--- src/sv/gilp_pkg.sv ---
`default_nettype none
package gilp_pkg;

  localparam int unsigned PrefixLen = 10;
  localparam int unsigned StampLen  = 14;
  localparam int unsigned LenMax    = 31;
  localparam int unsigned Fields    = 5;

  localparam logic [7:0] ChCr    = 8'd13;
  localparam logic [7:0] ChComma = 8'h2c;
  localparam logic [7:0] ChZero  = 8'h30;
  localparam logic [7:0] ChOne   = 8'h31;
  localparam logic [7:0] ChNine  = 8'h39;
  localparam logic [7:0] ChNul   = 8'h00;

  typedef enum logic [2:0] {
    ST_OK      = 3'd0,
    ST_PREFIX  = 3'd1,
    ST_MISSING = 3'd2,
    ST_LONG    = 3'd3,
    ST_CHAR    = 3'd4,
    ST_STAMP   = 3'd5
  } status_e;

  typedef enum logic [1:0] {
    KIND_SUM = 2'd0,
    KIND_LAT = 2'd1,
    KIND_LON = 2'd2
  } kind_e;

  typedef enum logic [1:0] {
    CLS_NONE  = 2'd0,
    CLS_ZERO  = 2'd1,
    CLS_ONE   = 2'd2,
    CLS_OTHER = 2'd3
  } cls_e;

  localparam logic [2:0] FieldPower = 3'd0;
  localparam logic [2:0] FieldFix   = 3'd1;
  localparam logic [2:0] FieldStamp = 3'd2;
  localparam logic [2:0] FieldLat   = 3'd3;
  localparam logic [2:0] FieldLon   = 3'd4;
  localparam logic [2:0] FieldPast  = 3'd5;

  typedef struct packed {
    logic [3:0]         prefix_matched;
    logic               prefix_bad;
    logic [7:0]         byte_count;
    logic               cut;
    logic [2:0]         field_number;
    logic [4:0]         field_length;
    logic               field_over;
    cls_e               power_value;
    cls_e               fix_value;
    logic [55:0]        stamp_digits;
    logic               stamp_bad;
    status_e [Fields-1:0] field_code;
  } line_state_t;

  typedef struct packed {
    kind_e       kind;
    logic [7:0]  text_char;
    logic        power_on;
    logic        has_fix;
    status_e     status;
    logic [31:0] date_digits;
    logic [23:0] time_digits;
    logic        last_of_run;
  } result_t;

  typedef struct packed {
    logic    char_valid;
    result_t char_res;
    logic    sum_valid;
    result_t sum_res;
  } push_t;

  function automatic line_state_t line_clear();
    line_state_t s;
    s = '0;
    for (int i = 0; i < Fields; i++) begin
      s.field_code[i] = ST_MISSING;
    end
    return s;
  endfunction

  function automatic logic [7:0] prefix_byte(logic [3:0] idx);
    logic [7:0] b;
    case (idx)
      4'd0:    b = 8'h2b;
      4'd1:    b = 8'h43;
      4'd2:    b = 8'h47;
      4'd3:    b = 8'h4e;
      4'd4:    b = 8'h53;
      4'd5:    b = 8'h49;
      4'd6:    b = 8'h4e;
      4'd7:    b = 8'h46;
      4'd8:    b = 8'h3a;
      4'd9:    b = 8'h20;
      default: b = 8'h00;
    endcase
    return b;
  endfunction

  function automatic cls_e classify(logic [7:0] ch);
    cls_e c;
    if (ch == ChZero) c = CLS_ZERO;
    else if (ch == ChOne) c = CLS_ONE;
    else c = CLS_OTHER;
    return c;
  endfunction

  function automatic line_state_t close_field(line_state_t s, logic term,
                                              logic [4:0] fchars);
    status_e    code;
    logic [4:0] fsize;
    fsize = (s.field_number < FieldStamp) ? 5'd2 : fchars;
    if (s.field_over) code = ST_LONG;
    else if (!term) code = ST_MISSING;
    else if (s.field_length >= fsize) code = ST_LONG;
    else if (s.field_number == FieldPower)
      code = (s.power_value == CLS_ZERO || s.power_value == CLS_ONE) ? ST_OK : ST_CHAR;
    else if (s.field_number == FieldFix)
      code = (s.fix_value == CLS_ZERO || s.fix_value == CLS_ONE) ? ST_OK : ST_CHAR;
    else if (s.field_number == FieldStamp)
      code = (s.field_length < 5'(StampLen) || s.stamp_bad) ? ST_STAMP : ST_OK;
    else code = ST_OK;
    if (s.field_number <= FieldLon) begin
      s.field_code[s.field_number] = code;
    end
    return s;
  endfunction

endpackage
`default_nettype wire

--- src/sv/gilp_parser.sv ---
`default_nettype none
module gilp_parser #(
  parameter int FIELD_CHARS = 16,
  parameter int MAX_LINE    = 255
) (
  input  wire logic           clk_i,
  input  wire logic           rst_ni,
  input  wire logic           acc_i,
  input  wire logic [7:0]     ch_i,
  input  wire logic           line_last_i,
  output gilp_pkg::push_t     push_o
);
  import gilp_pkg::*;

  localparam logic [4:0] FieldChars  = 5'(FIELD_CHARS);
  localparam logic [4:0] CoordChars  = 5'(FIELD_CHARS - 1);
  localparam logic [7:0] MaxLine     = 8'(MAX_LINE);

  line_state_t st_q, st_d, fin;
  logic        line_done_q;
  logic        take;
  logic        end_line;
  logic [4:0]  fsize;
  logic [2:0]  n;
  status_e     sum_st;
  logic        sum_p, sum_f;

  always_comb begin
    st_d   = line_done_q ? line_clear() : st_q;
    push_o = '0;
    fin    = '0;
    fsize  = '0;
    sum_st = ST_OK;
    sum_p  = 1'b0;
    sum_f  = 1'b0;
    n      = st_d.field_number;
    take   = !st_d.cut && (st_d.byte_count < MaxLine) && (ch_i != ChNul);
    if (ch_i == ChNul) st_d.cut = 1'b1;

    if (take) begin
      st_d.byte_count = st_d.byte_count + 8'd1;
      if (st_d.prefix_matched < 4'(PrefixLen)) begin
        if (ch_i != prefix_byte(st_d.prefix_matched)) st_d.prefix_bad = 1'b1;
        st_d.prefix_matched = st_d.prefix_matched + 4'd1;
      end else if (!st_d.prefix_bad) begin
        if (ch_i == ChComma || ch_i == ChCr) begin
          st_d = close_field(st_d, 1'b1, FieldChars);
          if (ch_i == ChCr) st_d.field_number = FieldPast;
          else if (st_d.field_number < FieldPast)
            st_d.field_number = st_d.field_number + 3'd1;
          st_d.field_length = '0;
          st_d.field_over   = 1'b0;
        end else if (n <= FieldLon) begin
          fsize = (n < FieldStamp) ? 5'd2 : FieldChars;
          if (st_d.field_length >= fsize) begin
            st_d.field_over = 1'b1;
          end else if (n == FieldPower) begin
            if (st_d.field_length == '0) st_d.power_value = classify(ch_i);
          end else if (n == FieldFix) begin
            if (st_d.field_length == '0) st_d.fix_value = classify(ch_i);
          end else if (n == FieldStamp) begin
            if (st_d.field_length < 5'(StampLen)) begin
              if (ch_i >= ChZero && ch_i <= ChNine)
                st_d.stamp_digits = {st_d.stamp_digits[51:0], ch_i[3:0]};
              else
                st_d.stamp_bad = 1'b1;
            end
          end else begin
            if (st_d.field_code[FieldPower] == ST_OK && st_d.power_value == CLS_ONE &&
                st_d.field_code[FieldFix] == ST_OK && st_d.fix_value == CLS_ONE &&
                st_d.field_length < CoordChars) begin
              push_o.char_valid         = 1'b1;
              push_o.char_res.kind      = (n == FieldLat) ? KIND_LAT : KIND_LON;
              push_o.char_res.text_char = ch_i;
            end
          end
          if (st_d.field_length < 5'(LenMax))
            st_d.field_length = st_d.field_length + 5'd1;
        end
      end
    end

    end_line = line_last_i || (ch_i == ChCr);
    if (end_line) begin
      if (st_d.prefix_bad || st_d.prefix_matched < 4'(PrefixLen) ||
          st_d.byte_count <= 8'(PrefixLen)) begin
        sum_st = ST_PREFIX;
      end else begin
        fin = close_field(st_d, 1'b0, FieldChars);
        if (fin.field_code[FieldPower] != ST_OK) sum_st = fin.field_code[FieldPower];
        else if (fin.power_value == CLS_ONE) begin
          sum_p = 1'b1;
          if (fin.field_code[FieldFix] != ST_OK) sum_st = fin.field_code[FieldFix];
          else if (fin.fix_value == CLS_ONE) begin
            sum_f = 1'b1;
            if (fin.field_code[FieldLat] != ST_OK) sum_st = fin.field_code[FieldLat];
            else if (fin.field_code[FieldLon] != ST_OK) sum_st = fin.field_code[FieldLon];
            else sum_st = fin.field_code[FieldStamp];
          end
        end
      end
      push_o.sum_valid            = 1'b1;
      push_o.sum_res.kind         = KIND_SUM;
      push_o.sum_res.power_on     = sum_p;
      push_o.sum_res.has_fix      = sum_f;
      push_o.sum_res.status       = sum_st;
      push_o.sum_res.last_of_run  = 1'b1;
      if (sum_st == ST_OK && sum_f) begin
        push_o.sum_res.date_digits = st_d.stamp_digits[55:24];
        push_o.sum_res.time_digits = st_d.stamp_digits[23:0];
      end
    end else begin
      push_o.char_res.last_of_run = 1'b1;
    end

    if (!acc_i) begin
      push_o.char_valid = 1'b0;
      push_o.sum_valid  = 1'b0;
    end
  end

  always_ff @(posedge clk_i or negedge rst_ni) begin
    if (!rst_ni) begin
      st_q        <= line_clear();
      line_done_q <= 1'b0;
    end else if (acc_i) begin
      st_q        <= st_d;
      line_done_q <= end_line;
    end
  end

endmodule
`default_nettype wire

--- src/sv/gilp_result_queue.sv ---
`default_nettype none
module gilp_result_queue (
  input  wire logic            clk_i,
  input  wire logic            rst_ni,
  input  wire gilp_pkg::push_t push_i,
  output logic                 full_o,
  output logic                 valid_o,
  input  wire logic            stall_i,
  output gilp_pkg::result_t    res_o
);
  import gilp_pkg::*;

  result_t    mem_q [4];
  logic [1:0] wr_q, rd_q;
  logic [2:0] cnt_q, cnt_d;
  logic       pop;
  logic [1:0] n_push;

  assign pop     = valid_o && !stall_i;
  assign valid_o = (cnt_q != 3'd0);
  assign res_o   = mem_q[rd_q];
  assign full_o  = (cnt_q > 3'd2);
  assign n_push  = {1'b0, push_i.char_valid} + {1'b0, push_i.sum_valid};
  assign cnt_d   = cnt_q + {1'b0, n_push} - {2'b0, pop};

  always_ff @(posedge clk_i) begin
    if (push_i.char_valid) begin
      mem_q[wr_q] <= push_i.char_res;
      if (push_i.sum_valid) mem_q[wr_q + 2'd1] <= push_i.sum_res;
    end else if (push_i.sum_valid) begin
      mem_q[wr_q] <= push_i.sum_res;
    end
  end

  always_ff @(posedge clk_i or negedge rst_ni) begin
    if (!rst_ni) begin
      wr_q  <= '0;
      rd_q  <= '0;
      cnt_q <= '0;
    end else begin
      wr_q  <= wr_q + n_push;
      if (pop) rd_q <= rd_q + 2'd1;
      cnt_q <= cnt_d;
    end
  end

endmodule
`default_nettype wire

--- src/sv/gnss_info_line_parser.sv ---
// Parses one GNSS info reply line per run of bytes, one byte per clock when not
// stalled. Every item is taken in the cycle it is offered unless the four-entry
// result queue holds more than two results; a byte yields at most two results
// (one coordinate character and the line summary), and in a line of
// single-result bytes the block sustains one item per cycle while out_stall_i
// is low. Results leave the queue one per cycle while out_stall_i is low, the
// cycle after the byte that caused them at the earliest. Summaries follow the
// byte with line_last or a carriage return; the next byte opens a new line.
`default_nettype none
module gnss_info_line_parser #(
  parameter int FIELD_CHARS = 16,
  parameter int MAX_LINE    = 255
) (
  input  wire logic        clk_i,
  input  wire logic        rst_ni,
  input  wire logic        in_valid_i,
  output logic             in_stall_o,
  input  wire logic [7:0]  ch_i,
  input  wire logic        line_last_i,
  output logic             out_valid_o,
  input  wire logic        out_stall_i,
  output logic [1:0]       kind_o,
  output logic [7:0]       text_char_o,
  output logic             power_on_o,
  output logic             has_fix_o,
  output logic [2:0]       status_o,
  output logic [31:0]      date_digits_o,
  output logic [23:0]      time_digits_o,
  output logic             last_of_run_o
);
  import gilp_pkg::*;

  push_t   push;
  result_t res;
  logic    acc;
  logic    full;

  assign in_stall_o = full;
  assign acc        = in_valid_i && !full;

  gilp_parser #(
    .FIELD_CHARS(FIELD_CHARS),
    .MAX_LINE   (MAX_LINE)
  ) u_parser (
    .clk_i      (clk_i),
    .rst_ni     (rst_ni),
    .acc_i      (acc),
    .ch_i       (ch_i),
    .line_last_i(line_last_i),
    .push_o     (push)
  );

  gilp_result_queue u_queue (
    .clk_i  (clk_i),
    .rst_ni (rst_ni),
    .push_i (push),
    .full_o (full),
    .valid_o(out_valid_o),
    .stall_i(out_stall_i),
    .res_o  (res)
  );

  assign kind_o        = res.kind;
  assign text_char_o   = res.text_char;
  assign power_on_o    = res.power_on;
  assign has_fix_o     = res.has_fix;
  assign status_o      = res.status;
  assign date_digits_o = res.date_digits;
  assign time_digits_o = res.time_digits;
  assign last_of_run_o = res.last_of_run;

endmodule
`default_nettype wire

--- config.mk ---
export PLATFORM = sky130hd
export DESIGN_NAME = gnss_info_line_parser
export DESIGN_NICKNAME = d
export VERILOG_FILES = /design/src/sv/gilp_pkg.sv /design/src/sv/gilp_parser.sv /design/src/sv/gilp_result_queue.sv /design/src/sv/gnss_info_line_parser.sv
export SDC_FILE = /design/constraint.sdc
export NUM_CORES = 1
export LEC_CHECK = 0
export BUFFER_PORTS_ARGS = -buffer_cell sky130_fd_sc_hd__buf_2
export CORE_ASPECT_RATIO = 0.5
export CORE_MARGIN = 10
export CORE_UTILIZATION = 35
export CTS_BUF_LIST = sky130_fd_sc_hd__clkbuf_4 sky130_fd_sc_hd__clkbuf_8
export CTS_CLUSTER_DIAMETER = 60
export DETAILED_ROUTE_END_ITERATION = 16
export PLACE_DENSITY = 0.49
export SYNTH_ARGS = -nofsm -noshare
export SYNTH_HDL_FRONTEND = slang
export SYNTH_HIERARCHICAL = 1
export SYNTH_SLANG_ARGS = --single-unit
--- constraint.sdc ---
create_clock -name clk_i -period 20.3 [get_ports clk_i]
set_clock_uncertainty 0.05 [all_clocks]
set_input_delay 3.045 -clock clk_i [delete_from_list [all_inputs] [get_ports clk_i]]
set_output_delay 3.045 -clock clk_i [all_outputs]
set_load 0.05 [all_outputs]
# Word level (Yosys, flattened, before mapping)
# Memories as Yosys holds them, arrays and structs flattened.
# Cells that the tools add are included.
# op_classes
addsub	10
mux	98
multipliers	0
order_cmp	19
n_bitwise	1
div_mod_pow	0
n_eq_ne	14
shifts	0
reduce_logical	34
# op_table
op	count
99-bit two-way mux	2
57-bit two-way mux	3
67-bit two-way mux	2
56-bit two-way mux	2
11-bit two-way mux	10
95-bit two-way mux	1
94-bit two-way mux	1
3-bit two-way mux	28
15-bit two-way mux	5
72-bit two-way mux	1
62-bit two-way mux	1
61-bit two-way mux	1
59-bit two-way mux	1
15-bit bitwise mux	2
1-bit two-way mux	25
8-bit by 6-bit == test with 1-bit output, second input constant	3
3-bit demux with 3-bit select	2
8-bit two-way mux	2
5-bit two-way mux	3
3-bit nonzero test	5
1-bit logical AND	12
3-bit logical NOT	4
2-bit two-way mux	6
5-bit by 4-bit less-than comparator with 1-bit output, second input constant	2
other kinds (34)	52
# totals
ramBits	288
ff_bits	107
mem_count	2
mem_bits_ro	112
latchBits	0
wordCells	198
out_inout_bits	74
# mem_list
memory	depth	word_bits	read_ports	rd_clocked_by_memory_dff	wr	line_no	rtl
u_queue.mem_q	4	72	1	0	2	gilp_result_queue.sv:13	result_t mem_q [4];
(name not given)	16	7	1	0	0	gilp_pkg.sv:89	case (idx)

# Depth between registers and ports, before layout
# logic_depth
depth_word	42
depth_mapped	27

# Hierarchy
# The synthesis kept the hierarchy.
# modules_own_cells
mod	area_per_inst_um2	cells_per_inst	n_inst
gilp_result_queue	14228.6	859	1
gilp_parser	8760.9	1033	1
gnss_info_line_parser	13.8	1	1

# Worst setup path after synthesis
# OpenSTA, ideal clock, no wires.
# synth_path
kind	input port to flip-flop
from	in ch_i[1]
to	mem u_queue/mem_q[1][0] in the netlist's numbering (enable)
cell_stages	14
setup_time_ns	0.610
arrival_time_ns	10.679
path_slack_ns	8.961
required_ns	19.640
path_cell_list	buf_2 and3b_1 buf_2 a32oi_1 and4_1 clkbuf_1 nand2_1 a2111oi_0 clkbuf_1 and2_1 ha_1 buf_2 nor2_1 a211oi_1
# synth_lines
element	line_no	rtl
from (decl)	gnss_info_line_parser.sv:18	input wire logic [7:0] ch_i,
to (decl)	gilp_result_queue.sv:13	

==> run metrics <==
final number of hold-violating endpoints=0; Rows=66; relative slew slack=0.2974; Avg Vias per Cell=5.684; post-synthesis share of cell area spent on full adders, half adders and majority gates=0.01120; Total Negative Setup Slacks=0 ps; area growth from synthesis to final layout=8.910%; outcome=complete, no violations; maximum fanout encountered on the critical timing path=57; ratio of cells with drive above 1 in the final layout=0.2110; post-detail-place hpwl=between 30,000 and 40,000 µm; Die Wd=382.6 µm; critical path endpoint category=register; Sequential Power Share=0.353; highest metal used=met4; clock share of power=0.225; post-synthesis register bit count=between 300 and 400; via count=about 16,000; Pwr per Cell Area=129.7 mW/mm²; RSZ-0062 raised after global routing=false; main combinational cell family by area after synthesis=compound AO/OA/AOI/OAI gates; count of mapped cells out of synthesis=around 1,900; pin count of the biggest net entering global routing=82; Cell variety after synth=96; count of H-tree levels built during CTS=3; Worst EP arrival=7690 ps; Netlist Area Pre-Place=0.02300 mm²; Hold Path Class=register to register; count of nets left with antenna violations after detail routing=0; Hold Startpoint=u_parser/st_q[7]; initial standard-cell utilization of the core=0.3540; detailed-routing iteration count for the pre-antenna-repair pass=5; most used flip-flop cell after synthesis=sky130_fd_sc_hd__edfxtp_1; overall fraction of global-route tracks in use=0.1725; period utilisation layout=0.3544; final routed DRC violation total=0; number of buffers inserted during clock tree synthesis=66; multiplexer share of the synthesized area=0.07887; slew at the pin closest to its max-slew limit=~1100 ps; number of enable flip-flop cells after synthesis=288; Syn. warnings=6; post-route cell area=0.02505 mm²; peak clock frequency supported by timing=about 0.14 GHz; startpoint of the worst-slack reg-to-reg timing path=u_parser/line_done_q; critical path class=input port to register; number of setup violations in the final report=0; height of the die=201.3 µm; Clock Tree Root=sky130_fd_sc_hd__clkbuf_8; post-cts sizing count=0; insertion delay to the later sink of the worst-skew pair=roughly 660 ps; die outline area=0.07700 mm²; simple-gate share of the synthesized area=0.1284; Critical path origin=ch_i[0]; initial antenna violation count=0; Hold Buf Count CTS=0; portion of total power attributed to combinational logic=0.422; Int Pwr=1.837 mW; length of routed met2 wiring=31,180 µm; worst ir drop on vdd=0.06967 mV; Net count, final=1,935; number of max-slew violations in the final report=0; TritonCTS clock tree=yes; final critical delay including setup and external delays=7195 ps; post-DR wirelength/cell=24.05 µm; crit start category=input port; Post-DP Area=about 0.024 mm²; number of port buffers=86; total congestion overflow=0; Worst EP required=20,790 ps; XOR/XNOR Fraction of Synth Area=0.006799; share of the yosys chip area belonging to registers=0.4926; via count of the first global-routing pass=16,120; core area=0.06499 mm²; cell leakage power=8.888 nW; Routed met1 length=between 30,000 and 40,000 µm; met3 layer wire length in the routed design=3378 µm; share of the synthesized area in compound gates (AO/OA/AOI/OAI)=0.2118; sw frac=0.4344; Max-Cap Viols=0; ports placed on the boundary=87; wire length of the first global-routing pass=about 100,000 µm; async set-reset flop share out of synthesis=0.2709; sum of routed wire length over all layers=slightly below 70,000 µm; worst-case clock buffer depth=3; DRT iter0 DRCs=1,539; sw power=between 1 and 1.5 mW; clock-pin slew of the registers on the worst-case setup and hold paths=approximately 70 ps; Antenna Cells=0; average cell area after synthesis=12.15 µm²; clock tree sinks=just under 400; number of setup buffers added after CTS=0; GPL Wtd Cong=0.8037
[synth_stat cells, types with 10 or more instances]
cell	count	area share
sky130_fd_sc_hd__a22o_1	308	0.12
sky130_fd_sc_hd__edfxtp_1	288	0.38
sky130_fd_sc_hd__nand2_1	137	0.022
sky130_fd_sc_hd__dfrtp_1	102	0.11
sky130_fd_sc_hd__clkbuf_1	87	0.014
sky130_fd_sc_hd__buf_4	83	0.027
sky130_fd_sc_hd__nor2b_1	82	0.022
sky130_fd_sc_hd__a21oi_1	76	0.017
sky130_fd_sc_hd__mux4_2	72	0.070
sky130_fd_sc_hd__buf_2	61	0.013
sky130_fd_sc_hd__nor2_1	58	0.0095
sky130_fd_sc_hd__o2bb2ai_1	43	0.016
sky130_fd_sc_hd__a21boi_0	39	0.013
sky130_fd_sc_hd__nor4b_2	36	0.023
sky130_fd_sc_hd__o21ai_0	31	0.0067
sky130_fd_sc_hd__inv_1	26	0.0042
sky130_fd_sc_hd__nand3_1	24	0.0052
sky130_fd_sc_hd__a22oi_1	20	0.0065
sky130_fd_sc_hd__ha_1	19	0.010
sky130_fd_sc_hd__nor3_1	17	0.0037
sky130_fd_sc_hd__and2_1	15	0.0041
sky130_fd_sc_hd__o31ai_1	13	0.0042
sky130_fd_sc_hd__nor4_2	12	0.0065
sky130_fd_sc_hd__mux2i_1	11	0.0048
sky130_fd_sc_hd__nor4_1	11	0.0030
sky130_fd_sc_hd__nand2b_1	10	0.0027
sky130_fd_sc_hd__nor4b_1	10	0.0038
[sequential cells by signal, indices dropped and copies added (netlist names)]
register              flops
u_parser/line_done_q      1
u_queue/wr_q              2
u_parser/st_q            99
u_queue/rd_q              2
u_queue/cnt_q             3
u_queue/mem_q           288
[cell type report]
| cell class | instances | area [µm²] |
|---|---|---|
| clock buffers | 94 | 1137 |
| flip-flops and latches | 395 | 11340 |
| clock inverters | 25 | 161.4 |
| multi-input cells | 1283 | 10460 |
| inverters | 29 | 108.9 |
| well taps | 884 | 1106 |
| fillers | 6296 | 39940 |
| repair buffers | 127 | 740.7 |
[power groups by stage]
| stage | clock (mW) | sequential, mW | combinational [mW] |
|---|---|---|---|
| after global routing | 0.787 | 1.17 | 1.46 |
| after floorplan | 0 | 1.11 | 1.10 |
| after detailed placement | 0 | 1.17 | 1.38 |
| after global placement | 0 | 1.17 | 1.38 |
| after CTS | 0.752 | 1.15 | 1.38 |
| final | 0.731 | 1.15 | 1.37 |
[per-layer routing]
| metal | GRT usage | vias to the layer above |
|---|---|---|
| met5 | 0 | - |
| met4 | 0.04563 | 0 |
| met3 | 0.02812 | 111 |
| met2 | 0.2691 | 453 |
| met1 | 0.2461 | 8209 |
| li1 | - | 7352 |
[per-stage QoR]
step | total power, mW | hold slack, ps | setup slack (ps) | cells | util
finish | 3.249 | 411.0 | 13100 | 2837 | 0.3855
global route | 3.420 | 438.1 | 12760 | 2837 | 0.3855
CTS | 3.286 | 411.2 | 13170 | 2837 | 0.3855
detailed placement | 2.547 | 400.5 | 12460 | 2718 | 0.3655
global placement | 2.543 | 399.9 | 12520 | 2718 | 0.3655
floorplan | 2.206 | 388.9 | 8961 | 1963 | -
[cell usage in the layout, fill, tap and decap left out, drive strengths merged, types with 26 or more instances in the layout]
master	count
dfrtp	102
nor4b	46
conb	71
a22o	308
nor4	26
nand2	138
a21boi	39
o21ai	33
buf	127
nand3	27
edfxtp	288
mux4	72
nor2b	83
o2bb2ai	43
a21oi	77
nor2	58
clkbuf	94
inv	31
[worst max-delay path: stages]
cell and delay [ps]:
sky130_fd_sc_hd__buf_2 290, sky130_fd_sc_hd__xor2_2 260, sky130_fd_sc_hd__nand3_2 230, sky130_fd_sc_hd__nor3_2 650, sky130_fd_sc_hd__a21oi_1 240, sky130_fd_sc_hd__a22oi_1 590, sky130_fd_sc_hd__mux2i_1 150, sky130_fd_sc_hd__a2bb2oi_1 170
sky130_fd_sc_hd__o221a_4 310, sky130_fd_sc_hd__buf_4 380, sky130_fd_sc_hd__nor4_1 990, sky130_fd_sc_hd__a22o_1 270
[final timing paths]
path,to,slack [ps],cells after the start
max reg2reg,u_queue/mem_q[2][21],14520,14
max,u_queue/mem_q[2][4],13100,12
max in group asynchronous,u_queue/rd_q[0],16360,2
min,u_parser/st_q[7],410,2
min reg2reg,u_parser/st_q[7],410,2
min in group asynchronous,u_parser/st_q[9],2360,1
[logic make-up (layout without fill, tap and decap cells)]
kind of cell	count (synthesis)	count (layout)
AND/OR/NAND/NOR	469	469
flip-flops	395	395
XOR/XNOR	17	17
buffers and inverters	285	275
adder cells (fa/ha/maj)	20	20
other	1	71
multiplexers	90	90
AO/OA/AOI/OAI	616	616
(Power assumes the default switching activity.)
